===== src/tmcl_pkg.sv =====
`default_nettype none
// ----------------------------------------------------------------------------
// tmcl_pkg
// shared types, constants and helpers of the tile mean color and luma block
// ----------------------------------------------------------------------------
package tmcl_pkg;

	localparam int DEF_MAX_TILES  = 256;
	localparam int DEF_MAX_WIDTH  = 4096;
	localparam int DEF_MAX_HEIGHT = 4096;

	localparam int CFG_W    = 13;              // register and pixel coordinate width
	localparam int SUM_W    = 34;              // color sum over up to 2^26 pixels
	localparam int LUMA_W   = 50;              // luma sum
	localparam int PLUMA_W  = 24;              // luma of one pixel
	localparam int CNT_W    = 2 * CFG_W;       // pixels in one tile
	localparam int RAM_W    = 3 * SUM_W + LUMA_W;
	localparam int MEAN_W   = 16;

	localparam logic [15:0] LUMA_WR = 16'd13933;
	localparam logic [15:0] LUMA_WG = 16'd46871;
	localparam logic [15:0] LUMA_WB = 16'd4732;

	typedef enum logic [1:0] {
		REG_IMAGE_WIDTH  = 2'd0,
		REG_IMAGE_HEIGHT = 2'd1,
		REG_TILE_WIDTH   = 2'd2,
		REG_TILE_HEIGHT  = 2'd3
	} cfg_reg_t;

	typedef struct packed {
		logic [CFG_W-1:0] image_width;
		logic [CFG_W-1:0] image_height;
		logic [CFG_W-1:0] tile_width;
		logic [CFG_W-1:0] tile_height;
	} cfg_t;

	typedef struct packed {
		logic [7:0] red;
		logic [7:0] green;
		logic [7:0] blue;
		logic       frame_start;
	} pixel_t;

	typedef struct packed {
		logic [7:0]        tile_row;
		logic [7:0]        tile_col;
		logic [MEAN_W-1:0] mean_red;
		logic [MEAN_W-1:0] mean_green;
		logic [MEAN_W-1:0] mean_blue;
		logic [MEAN_W-1:0] mean_luma;
		logic              last_tile;
	} tile_t;

	// finished tile handed from front to back
	typedef struct packed {
		logic [7:0]        tile_row;
		logic [7:0]        tile_col;
		logic              last_tile;
		logic [SUM_W-1:0]  sum_red;
		logic [SUM_W-1:0]  sum_green;
		logic [SUM_W-1:0]  sum_blue;
		logic [LUMA_W-1:0] sum_luma;
		logic [CFG_W-1:0]  tile_w;
		logic [CFG_W-1:0]  tile_h;
	} tile_rec_t;

	typedef struct packed {
		logic      full;
		logic      empty;
	} queue_stat_t;

	typedef enum logic [2:0] {
		F_GEO_TX,
		F_GEO_TY,
		F_GEO_QX,
		F_GEO_QY,
		F_IDLE,
		F_READ,
		F_UPD
	} front_state_t;

	typedef enum logic [2:0] {
		B_IDLE,
		B_MUL,
		B_PREP,
		B_DIV,
		B_DONE
	} back_state_t;

	function automatic logic [CFG_W-1:0] clamp_size(input logic [CFG_W-1:0] v, input int hi);
		logic [CFG_W-1:0] res;
		res = v;
		if (v == '0)
			res = CFG_W'(1);
		else if (int'(v) > hi)
			res = CFG_W'(hi);
		return res;
	endfunction

endpackage
`default_nettype wire


===== src/tmcl_queue.sv =====
`default_nettype none
// ----------------------------------------------------------------------------
// tmcl_queue
// two entry queue of finished tiles between front and back
// ----------------------------------------------------------------------------
module tmcl_queue (
	input  wire logic                   clk,
	input  wire logic                   arst_n,
	input  wire logic                   push,
	input  wire tmcl_pkg::tile_rec_t    rec_in,
	input  wire logic                   pop,
	output      tmcl_pkg::tile_rec_t    rec_out,
	output      tmcl_pkg::queue_stat_t  stat
);

	tmcl_pkg::tile_rec_t mem_q [2];
	logic       wp_q, rp_q;
	logic [1:0] cnt_q;
	logic       do_push, do_pop;

	assign stat.full  = cnt_q == 2'd2;
	assign stat.empty = cnt_q == 2'd0;
	assign do_push    = push && !stat.full;
	assign do_pop     = pop && !stat.empty;
	assign rec_out    = mem_q[rp_q];

	always_ff @(posedge clk or negedge arst_n) begin
		if (!arst_n) begin
			wp_q  <= 1'b0;
			rp_q  <= 1'b0;
			cnt_q <= '0;
		end else begin
			if (do_push)
				wp_q <= !wp_q;
			if (do_pop)
				rp_q <= !rp_q;
			case ({do_push, do_pop})
				2'b10:   cnt_q <= cnt_q + 2'd1;
				2'b01:   cnt_q <= cnt_q - 2'd1;
				default: cnt_q <= cnt_q;
			endcase
		end
	end

	always_ff @(posedge clk) begin
		if (do_push)
			mem_q[wp_q] <= rec_in;
	end

endmodule
`default_nettype wire


===== config.mk =====
export PLATFORM = sky130hd
export DESIGN_NAME = tmcl_queue
export DESIGN_NICKNAME = d
export VERILOG_FILES = /design/src/tmcl_pkg.sv /design/src/tmcl_queue.sv
export SDC_FILE = /design/constraint.sdc
export NUM_CORES = 1
export LEC_CHECK = 0
export BUFFER_PORTS_ARGS = -buffer_cell sky130_fd_sc_hd__buf_2
export CAP_MARGIN = 20
export CORE_MARGIN = 10
export CORE_UTILIZATION = 50
export CTS_BUF_LIST = sky130_fd_sc_hd__clkbuf_2 sky130_fd_sc_hd__clkbuf_4 sky130_fd_sc_hd__clkbuf_8
export CTS_CLUSTER_SIZE = 16
export DETAILED_ROUTE_END_ITERATION = 8
export PLACE_DENSITY = 0.84
export RECOVER_POWER = 50
export SYNTH_ARGS = -nofsm -noshare
export SYNTH_HDL_FRONTEND = slang
export SYNTH_SLANG_ARGS = --single-unit

===== constraint.sdc =====
create_clock -name clk -period 17.5 [get_ports clk]
set_input_delay 0.875 -clock clk [delete_from_list [all_inputs] [get_ports clk]]
set_output_delay 0.875 -clock clk [all_outputs]
set_load 0.02 [all_outputs]

==> metrics <==
outcome=finished with violations; failing checks=max-capacitance violations, max-slew violations; P_leak=7.030 nW; M1 GR Usage=0.1801; Vias/cell=4.926; Setup CP Type=flip-flop to output pin; PwrDens=180.6 nW/um^2; Avg WL per Cell=21.06 um; asr flop ratio synth=0.01015; top cell type by total area after synthesis=edfxtp_1; sequential area share after synthesis=0.7958; Top Ports=396; RSZ-0062 raised after global routing=false; via count=7448; largest net degree at the start of global routing=137; actual slew at the worst max-slew pin=3.274 ns; die area=36980 um^2; Die Span Y=192.3 um; Cell Rows=63; clock root buffer=clkbuf_8; H-Tree Level Count=2; # resized after CTS=0; postcts setup bufs=0; core area=29480 um^2; TritonCTS clock tree=yes; Critical Path AT=4.62 ns; cts hold-fix bufs=0; GRT met3 Usage=0.06415; final hold violation count=0; Routed Antenna Nets=0; Max clock buf depth=3; antenna violations before repair=10; Synth Net Count=825; GPL Wtd Cong=0.7837; vias in the first global route=8215; latest clock arrival within the worst-skew pair=0.57 ns; Cell Area, Placed=17170 um^2; synth unique cells=15; Remaining DRCs=0; gr usage total=0.1648; max-slew violations=163; Synth top cells by count=edfxtp_1 (390), mux2_4 (140), mux2_2 (55); GRT busiest layer=met2; Avg Cell Area, Syn=23.75 um^2; GR Overflow Total=0; number of max-cap violations=4; IO buf count=395; # setup viols final=0; Post-Syn Area=14840 um^2; met2 Use GR=0.2834; slew margin rel.=-1.183; minimum clock period=5.497 ns; HP Class=input port to asynchronous set/reset pin; FILL cells=2124; first-pass GRT wire length=46490 um; DR pass1 iterations=5; Post-Synthesis Cells=625; Die W=192.3 um; share of cells above drive strength 1=0.5166; warnings from Yosys=0; Initial Util=0.5035; Post-synth EDFFs=390; CP endpoint kind=output pin; Final TNS setup=0 ns; CTS Buf Count=61; synth top area cells=edfxtp_1 (79%), mux2_4 (14%), mux2_2 (4.2%); Sink Count=394; CP Data Required Time=16.62 ns; Detail Placement HPWL=22480 um; final setup skew=0.01019 ns; NumNets Final=1267; 1st-iter DRT viols=360; Yosys reg bits=394; max frequency=181.9 MHz; Area growth syn-to-layout=23.26%; period utilization=0.3141; Final Util=0.6206; startpoint types=flip-flop; final instance area=18300 um^2; most common flop cell mapped by yosys=edfxtp_1; final wirelength=31840 um; CP Max Fanout=136; Worst-path clk slew=0.06 ns; maximum vdd drop=0.0001553 V; most common cell in the netlist=edfxtp_1; area share of the largest cell type after synthesis=0.7890
==> flip-flops by register name (all words and copies together) (netlist names) <==
| register | cells |
|---|---|
| rp_q | 1 |
| mem_q | 390 |
| cnt_q | 2 |
| wp_q | 1 |
==> layer usage <==
metal  vias up  part of all wire
met5         -            0.0015
met4         8             0.025
met3        67              0.10
met2       330              0.52
met1      3645              0.35
li1       3398                 -
==> critical path: stages (launching register included) <==
cell and delay (ns):
dfrtp_1 2.54, buf_12 0.56, mux2_4 0.37, buf_2 0.17
==> through the flow <==
stage                     power [mW]  hold WS (ns)  std cells  worst slack [ns]
after detailed placement       2.547        0.4909       1394             13.91
after global routing           3.456        0.1209       1508             11.74
after floorplan                2.261        0.4608        625             7.693
final                          3.304        0.1498       1512             12.00
after CTS                      3.332       0.07849       1505             13.40
after global placement         2.524        0.4849       1394             13.93
==> cell usage in the layout (no fill, tap or decap), drive strengths merged <==
cell,count
edfxtp,390
buf,286
clkbuf,198
mux2,195
clkinv,23
diode,7
bufinv,5
dfrtp,4
nor2,3
xnor2,3
xor2,2
nand2b,1
inv,1
nand2,1
nor2b,1
and3,1
ha,1
==> where the power goes <==
| group | switching (mW) | internal, mW |
|---|---|---|
| clock network | 0.325 | 0.453 |
| logic | 0.649 | 0.496 |
| registers | 0.0861 | 1.30 |
==> cell families after synthesis <==
family / after synthesis / synth area share
flip-flops: 394 / 0.7958
multiplexers: 195 / 0.1833
buffers and inverters: 23 / 0.01484
AND/OR/NAND/NOR: 7 / 0.002276
XOR/XNOR: 5 / 0.002951
adder cells (fa/ha/maj): 1 / 0.0008428
==> path summary, 6_finish.rpt <==
check                           from      endpoint  slack, ns  cells past startpoint
max in group asynchronous     arst_n          wp_q      17.13                      1
min reg2reg                 cnt_q[1]      cnt_q[1]       0.51                      1
max reg2reg                 cnt_q[0]  mem_q[0][51]      12.34                      5
min                           arst_n      cnt_q[1]       0.15                      1
min in group clk           rec_in[4]   mem_q[1][4]       0.49                      1
max                             rp_q   rec_out[46]      12.00                      3
==> final cells by class <==
type | instances | area (um^2) | share of cell area
Antenna cell | 7 | 17.52 | 0.0009575
Clock buffer | 83 | 1030 | 0.05629
Clock inverter | 28 | 245.2 | 0.01340
Inverter | 1 | 3.754 | 0.0002052
Multi-Input combinational cell | 208 | 2811 | 0.1537
Sequential cell | 394 | 11810 | 0.6456
Tap cell | 390 | 488.0 | 0.02667
Timing Repair Buffer | 401 | 1888 | 0.1032
(Power assumes the default switching activity.)
