`config.mk`:
```
export PLATFORM = sky130hd
export DESIGN_NAME = tmcl_back
export DESIGN_NICKNAME = d
export VERILOG_FILES = /design/src/tmcl_pkg.sv /design/src/tmcl_back.sv
export SDC_FILE = /design/constraint.sdc
export NUM_CORES = 2
export LEC_CHECK = 0
export CAP_MARGIN = 25
export CORE_MARGIN = 2
export CORE_UTILIZATION = 40
export DETAILED_ROUTE_END_ITERATION = 7
export DONT_BUFFER_PORTS = 1
export SLEW_MARGIN = 10
export SYNTH_ARGS = -nofsm -noshare
export SYNTH_HDL_FRONTEND = slang
export SYNTH_SLANG_ARGS = --single-unit
```
`constraint.sdc`:
```
create_clock -name clk -period 33.6 [get_ports clk]
set_input_delay 6.72 -clock clk [delete_from_list [all_inputs] [get_ports clk]]
set_output_delay 6.72 -clock clk [all_outputs]
set_load 0.02 [all_outputs]
```
`src/tmcl_pkg.sv`:
```
`default_nettype none
// ----------------------------------------------------------------------------
// tmcl_pkg
// shared types, constants and helpers of the tile mean color and luma block
// ----------------------------------------------------------------------------
package tmcl_pkg;

	localparam int DEF_MAX_TILES  = 256;
	localparam int DEF_MAX_WIDTH  = 4096;
	localparam int DEF_MAX_HEIGHT = 4096;

	localparam int CFG_W    = 13;              // register and pixel coordinate width
	localparam int SUM_W    = 34;              // color sum over up to 2^26 pixels
	localparam int LUMA_W   = 50;              // luma sum
	localparam int PLUMA_W  = 24;              // luma of one pixel
	localparam int CNT_W    = 2 * CFG_W;       // pixels in one tile
	localparam int RAM_W    = 3 * SUM_W + LUMA_W;
	localparam int MEAN_W   = 16;

	localparam logic [15:0] LUMA_WR = 16'd13933;
	localparam logic [15:0] LUMA_WG = 16'd46871;
	localparam logic [15:0] LUMA_WB = 16'd4732;

	typedef enum logic [1:0] {
		REG_IMAGE_WIDTH  = 2'd0,
		REG_IMAGE_HEIGHT = 2'd1,
		REG_TILE_WIDTH   = 2'd2,
		REG_TILE_HEIGHT  = 2'd3
	} cfg_reg_t;

	typedef struct packed {
		logic [CFG_W-1:0] image_width;
		logic [CFG_W-1:0] image_height;
		logic [CFG_W-1:0] tile_width;
		logic [CFG_W-1:0] tile_height;
	} cfg_t;

	typedef struct packed {
		logic [7:0] red;
		logic [7:0] green;
		logic [7:0] blue;
		logic       frame_start;
	} pixel_t;

	typedef struct packed {
		logic [7:0]        tile_row;
		logic [7:0]        tile_col;
		logic [MEAN_W-1:0] mean_red;
		logic [MEAN_W-1:0] mean_green;
		logic [MEAN_W-1:0] mean_blue;
		logic [MEAN_W-1:0] mean_luma;
		logic              last_tile;
	} tile_t;

	// finished tile handed from front to back
	typedef struct packed {
		logic [7:0]        tile_row;
		logic [7:0]        tile_col;
		logic              last_tile;
		logic [SUM_W-1:0]  sum_red;
		logic [SUM_W-1:0]  sum_green;
		logic [SUM_W-1:0]  sum_blue;
		logic [LUMA_W-1:0] sum_luma;
		logic [CFG_W-1:0]  tile_w;
		logic [CFG_W-1:0]  tile_h;
	} tile_rec_t;

	typedef struct packed {
		logic      full;
		logic      empty;
	} queue_stat_t;

	typedef enum logic [2:0] {
		F_GEO_TX,
		F_GEO_TY,
		F_GEO_QX,
		F_GEO_QY,
		F_IDLE,
		F_READ,
		F_UPD
	} front_state_t;

	typedef enum logic [2:0] {
		B_IDLE,
		B_MUL,
		B_PREP,
		B_DIV,
		B_DONE
	} back_state_t;

	function automatic logic [CFG_W-1:0] clamp_size(input logic [CFG_W-1:0] v, input int hi);
		logic [CFG_W-1:0] res;
		res = v;
		if (v == '0)
			res = CFG_W'(1);
		else if (int'(v) > hi)
			res = CFG_W'(hi);
		return res;
	endfunction

endpackage
`default_nettype wire

```
`src/tmcl_back.sv`:
```
`default_nettype none
// ----------------------------------------------------------------------------
// tmcl_back
// rounded mean of four sums per tile, four restoring divider lanes
// ----------------------------------------------------------------------------
module tmcl_back (
	input  wire logic                   clk,
	input  wire logic                   arst_n,
	input  wire tmcl_pkg::tile_rec_t    rec,
	input  wire tmcl_pkg::queue_stat_t  qstat,
	output      logic                   pop,
	output      logic                   tile_valid,
	input  wire logic                   tile_ready,
	output      tmcl_pkg::tile_t        tile
);

	localparam int NW  = tmcl_pkg::LUMA_W + 1;
	localparam int DVW = tmcl_pkg::CNT_W + 8;
	localparam int MW  = tmcl_pkg::MEAN_W;
	localparam int BW  = $clog2(MW);

	tmcl_pkg::back_state_t state_q, state_d;

	tmcl_pkg::tile_rec_t   rec_q;
	logic [tmcl_pkg::CNT_W-1:0] cnt_q;
	logic [NW-1:0]  rem_q [4];
	logic [DVW-1:0] dvs_q [4];
	logic [MW-1:0]  quo_q [4];
	logic [BW-1:0]  bit_q;
	logic           load_out;

	assign pop      = state_q == tmcl_pkg::B_IDLE && !qstat.empty;
	assign load_out = state_q == tmcl_pkg::B_DONE && (!tile_valid || tile_ready);

	always_ff @(posedge clk or negedge arst_n) begin
		if (!arst_n)
			state_q <= tmcl_pkg::B_IDLE;
		else
			state_q <= state_d;
	end

	always_comb begin
		state_d = state_q;
		unique case (state_q)
			tmcl_pkg::B_IDLE: if (!qstat.empty) state_d = tmcl_pkg::B_MUL;
			tmcl_pkg::B_MUL:  state_d = tmcl_pkg::B_PREP;
			tmcl_pkg::B_PREP: state_d = tmcl_pkg::B_DIV;
			tmcl_pkg::B_DIV:  if (bit_q == '0) state_d = tmcl_pkg::B_DONE;
			tmcl_pkg::B_DONE: if (load_out) state_d = tmcl_pkg::B_IDLE;
			default:          state_d = tmcl_pkg::B_IDLE;
		endcase
	end

	always_ff @(posedge clk) begin
		if (pop)
			rec_q <= rec;
		if (state_q == tmcl_pkg::B_MUL)
			cnt_q <= rec_q.tile_w * rec_q.tile_h;
		if (state_q == tmcl_pkg::B_PREP) begin
			// half the divisor added for round to nearest
			rem_q[0] <= (NW'(rec_q.sum_red) << 8) + NW'(cnt_q >> 1);
			rem_q[1] <= (NW'(rec_q.sum_green) << 8) + NW'(cnt_q >> 1);
			rem_q[2] <= (NW'(rec_q.sum_blue) << 8) + NW'(cnt_q >> 1);
			rem_q[3] <= NW'(rec_q.sum_luma) + (NW'(cnt_q) << 7);
			dvs_q[0] <= DVW'(cnt_q);
			dvs_q[1] <= DVW'(cnt_q);
			dvs_q[2] <= DVW'(cnt_q);
			dvs_q[3] <= DVW'(cnt_q) << 8;
			bit_q    <= BW'(MW - 1);
			for (int i = 0; i < 4; i++)
				quo_q[i] <= '0;
		end
		if (state_q == tmcl_pkg::B_DIV) begin
			// quotient fits in 16 bits, so rem < divisor << 16 from the start
			for (int i = 0; i < 4; i++) begin
				if (rem_q[i] >= (NW'(dvs_q[i]) << bit_q)) begin
					rem_q[i]        <= rem_q[i] - (NW'(dvs_q[i]) << bit_q);
					quo_q[i][bit_q] <= 1'b1;
				end
			end
			bit_q <= bit_q - BW'(1);
		end
		if (load_out) begin
			tile.tile_row   <= rec_q.tile_row;
			tile.tile_col   <= rec_q.tile_col;
			tile.last_tile  <= rec_q.last_tile;
			tile.mean_red   <= quo_q[0];
			tile.mean_green <= quo_q[1];
			tile.mean_blue  <= quo_q[2];
			tile.mean_luma  <= quo_q[3];
		end
	end

	always_ff @(posedge clk or negedge arst_n) begin
		if (!arst_n)
			tile_valid <= 1'b0;
		else if (load_out)
			tile_valid <= 1'b1;
		else if (tile_ready)
			tile_valid <= 1'b0;
	end

endmodule
`default_nettype wire

```
==> flow_metrics.tcl <==
set metrics [dict create \
    outcome "finished clean" \
    grt_pass1_wl_um 173000 \
    critPathArrivalTime_ps 7530 \
    start_util_pct 40.3 \
    hold_viol_final 0 \
    yosys.area.top_type "edfxtp_1" \
    slew_headroom_pct 29.0 \
    worstPathCellList "nor4_2, buf_4" \
    synth-async-reset-ratio_pct 0.662 \
    ys_types 83 \
    syn_area_per_cell_um2 10.3 \
    clk_pin_slew_ps 60 \
    remaining_drc_errors 0 \
    area_growth_pct 10.1 \
    ys.flop_type "edfxtp_1" \
    grt_overflow 0 \
    rows 118 \
    slowest_stage "buf_4" \
    fmax_mhz 70.2 \
    track_usage_pct 21.0 \
    drive_gt1_share_pct 6.52 \
    fin_nets 4695 \
    cp-startpoint "qstat[0]" \
    path_class "input port to output pin" \
    ios 283 \
    clock_latency_ps 650 \
    ctsResizeCount 0 \
    setup-violations-final 0 \
    clock-sinks 604 \
    cp_slowest_stage_delay_ps 520 \
    dp_slack_ps 19340 \
    dieArea_um2 107000 \
    via_per_inst 5.49 \
    fp.dieW_um 327 \
    clock-root-buffer "clkbuf_16" \
    core_area_um2 103000 \
    reg2reg_slack_ps 26520 \
    synth_area_leaders "edfxtp_1, ha_1, fa_1, nand2_1, a21oi_1" \
    cp-endpoint "pop" \
    slew_viol_final 0 \
    grt_max_degree 82 \
    antenna_found_initial 2 \
    cp.depth 2 \
    layout_min_cycle_time_ps 14250 \
    synth_edf_count 552 \
    path_buf_inv 1 \
    syn_inst 4061 \
    postLayoutCellArea_um2 45900 \
    tightest_slew_ps 1060 \
    cts_buffer_depth 3 \
    synth_common_cells "edfxtp_1, nand2_1, ha_1" \
    cts_tree "built" \
    reg2reg_depth 19 \
    fin_ws_ps 19350 \
    hold_class "register to register" \
    path_max_fanout 38 \
    yosys_warnings 0 \
    worstSetupStartpointType "input port" \
    yosysMostFrequentCell "edfxtp_1" \
    reg2reg_to "rem_q[2][29]" \
    wl_per_cell_um 20.6 \
    numPortBuffers 0 \
    maxCapViolations 0 \
    rr_startpoint "bit_q[0]" \
    fin_crit_sh_pct 42.4 \
    cts_max_level 3 \
    drt_iter0_drc 2231 \
    rsz0062_at_grt "false" \
    cp-end-kind "output pin" \
    grt_pass1_vias 28900 \
    dpl.hpwl_um 86300 \
    yosysSeqAreaShare_pct 42.3 \
    gp_congestion 0.919 \
    drt_first_pass_iters 7 \
    hold_buffers 0 \
    cts_buffers 74 \
    fin_util_pct 44.4 \
    syn_nets 4706 \
    vias 30100 \
    worst_clock_skew_ps 29.4 \
    crit_required_ps 26880 \
    synth.cell_area_um2 41700 \
    post_cts_buffers 0 \
    ys_seq_elements 604 \
    critical_path.top_delay_family "buffers and inverters" \
    die_y_um 327 \
    synth_top_area_share_pct 39.8 \
    wirelength_um 113000 \
    dpl_cell_area_um2 43200 \
    drtAntennaViolNets 0 \
    fin_setup_tns_ps 0 \
]
layout make-up:
type | instances | area (um2)
timing repair buffer | 49 | 408
fill | 9805 | 57500
inverter | 283 | 1060
clock buffer | 88 | 2010
antenna | 1 | 2.50
multi-input combinational | 3038 | 22500
tap | 1380 | 1730
clock inverter | 49 | 571
sequential | 604 | 17600
state kept, by name, indices dropped and copies added, names as in the netlist:
| name | count |
|---|---|
| rem_q | 204 |
| bit_q | 4 |
| quo_q | 64 |
| tile | 81 |
| cnt_q | 26 |
| tile_valid | 1 |
| state_q | 3 |
| rec_q | 195 |
| dvs_q | 26 |
worst reg2reg max path, stage by stage, from the launching register on:
cell      delay, ps
edfxtp_1        400
buf_4           440
clkinv_1        480
a211oi_1        320
a21oi_1          90
mux2i_1         200
nor2_1           60
a21oi_1         800
ha_1            460
and3_1          190
and2_1          170
a221o_1         360
o211ai_1        340
o21ai_1         210
o311ai_1        310
nand2_1         250
a31oi_4         480
buf_4           600
nand2_2         170
buf_4           340
worst min path at each step:
stage | startpoint | to | slack, ps | depth (start not counted)
final | quo_q[1][1] | tile[34] | 420 | 0
after global routing | quo_q[3][8] | tile[9] | 420 | 0
after detailed placement | rec_q[180] | tile[66] | 400 | 0
after floorplan | rec_q[178] | tile[0] | 400 | 0
after CTS | rec_q[179] | tile[65] | 420 | 0
after global placement | rec_q[184] | tile[70] | 400 | 0
layer usage:
layer,vias to the layer above,wire [um],global-route usage [%]
met1,14500,52300,29.3
met4,2,3630,6.92
met3,170,6020,2.91
met5,-,11,0
met2,831,51400,33.6
li1,14700,-,-
metrics by stage:
stage / instances / hold slack [ps]
CTS: 5489 / 419
detailed placement: 5352 / 405
finish: 5492 / 416
floorplan: 4061 / 400
global route: 5492 / 424
global placement: 5352 / 401
kinds of logic (layout without fill, tap and decap cells):
kind of cell / after synthesis / after routing / share of synthesized area [%]
other cells: 0 / 1 / 0
flops: 604 / 604 / 42.3
fa+ha+maj: 445 / 445 / 15.7
xor+xnor: 297 / 297 / 6.24
buf+inv: 419 / 469 / 3.86
mux: 138 / 138 / 3.84
compound gates: 979 / 979 / 14.5
simple gates: 1179 / 1179 / 13.5
placed cells by master, fill, tap and decap left out, types with 22 or more instances in the layout:
| master | synthesis | routed |
|---|---|---|
| nand3_1 | 85 | 85 |
| nor2_1 | 225 | 224 |
| o211ai_1 | 22 | 22 |
| o31ai_1 | 31 | 31 |
| dfxtp_1 | 48 | 48 |
| o21a_1 | 42 | 42 |
| and3_1 | 41 | 40 |
| a31oi_1 | 30 | 30 |
| or3_1 | 35 | 35 |
| o21ai_0 | 268 | 261 |
| mux2_2 | 36 | 36 |
| mux2i_1 | 88 | 88 |
| nand2_1 | 439 | 433 |
| inv_1 | 282 | 282 |
| and2_1 | 101 | 101 |
| fa_1 | 128 | 128 |
| xnor2_1 | 171 | 171 |
| a21oi_1 | 308 | 308 |
| a211oi_1 | 27 | 27 |
| o21bai_1 | 39 | 39 |
| xor2_1 | 126 | 126 |
| nand2b_1 | 36 | 35 |
| edfxtp_1 | 552 | 552 |
| ha_1 | 317 | 317 |
| buf_4 | 5 | 47 |
| a21o_1 | 90 | 90 |
| clkbuf_16 | 0 | 78 |
| nor3_1 | 56 | 55 |
| nand4_1 | 48 | 48 |
| nor2b_1 | 39 | 38 |
Power is left out: the tool's default activity adds up to more than one toggle a clock period on the data nets, which glitch-free logic cannot reach.
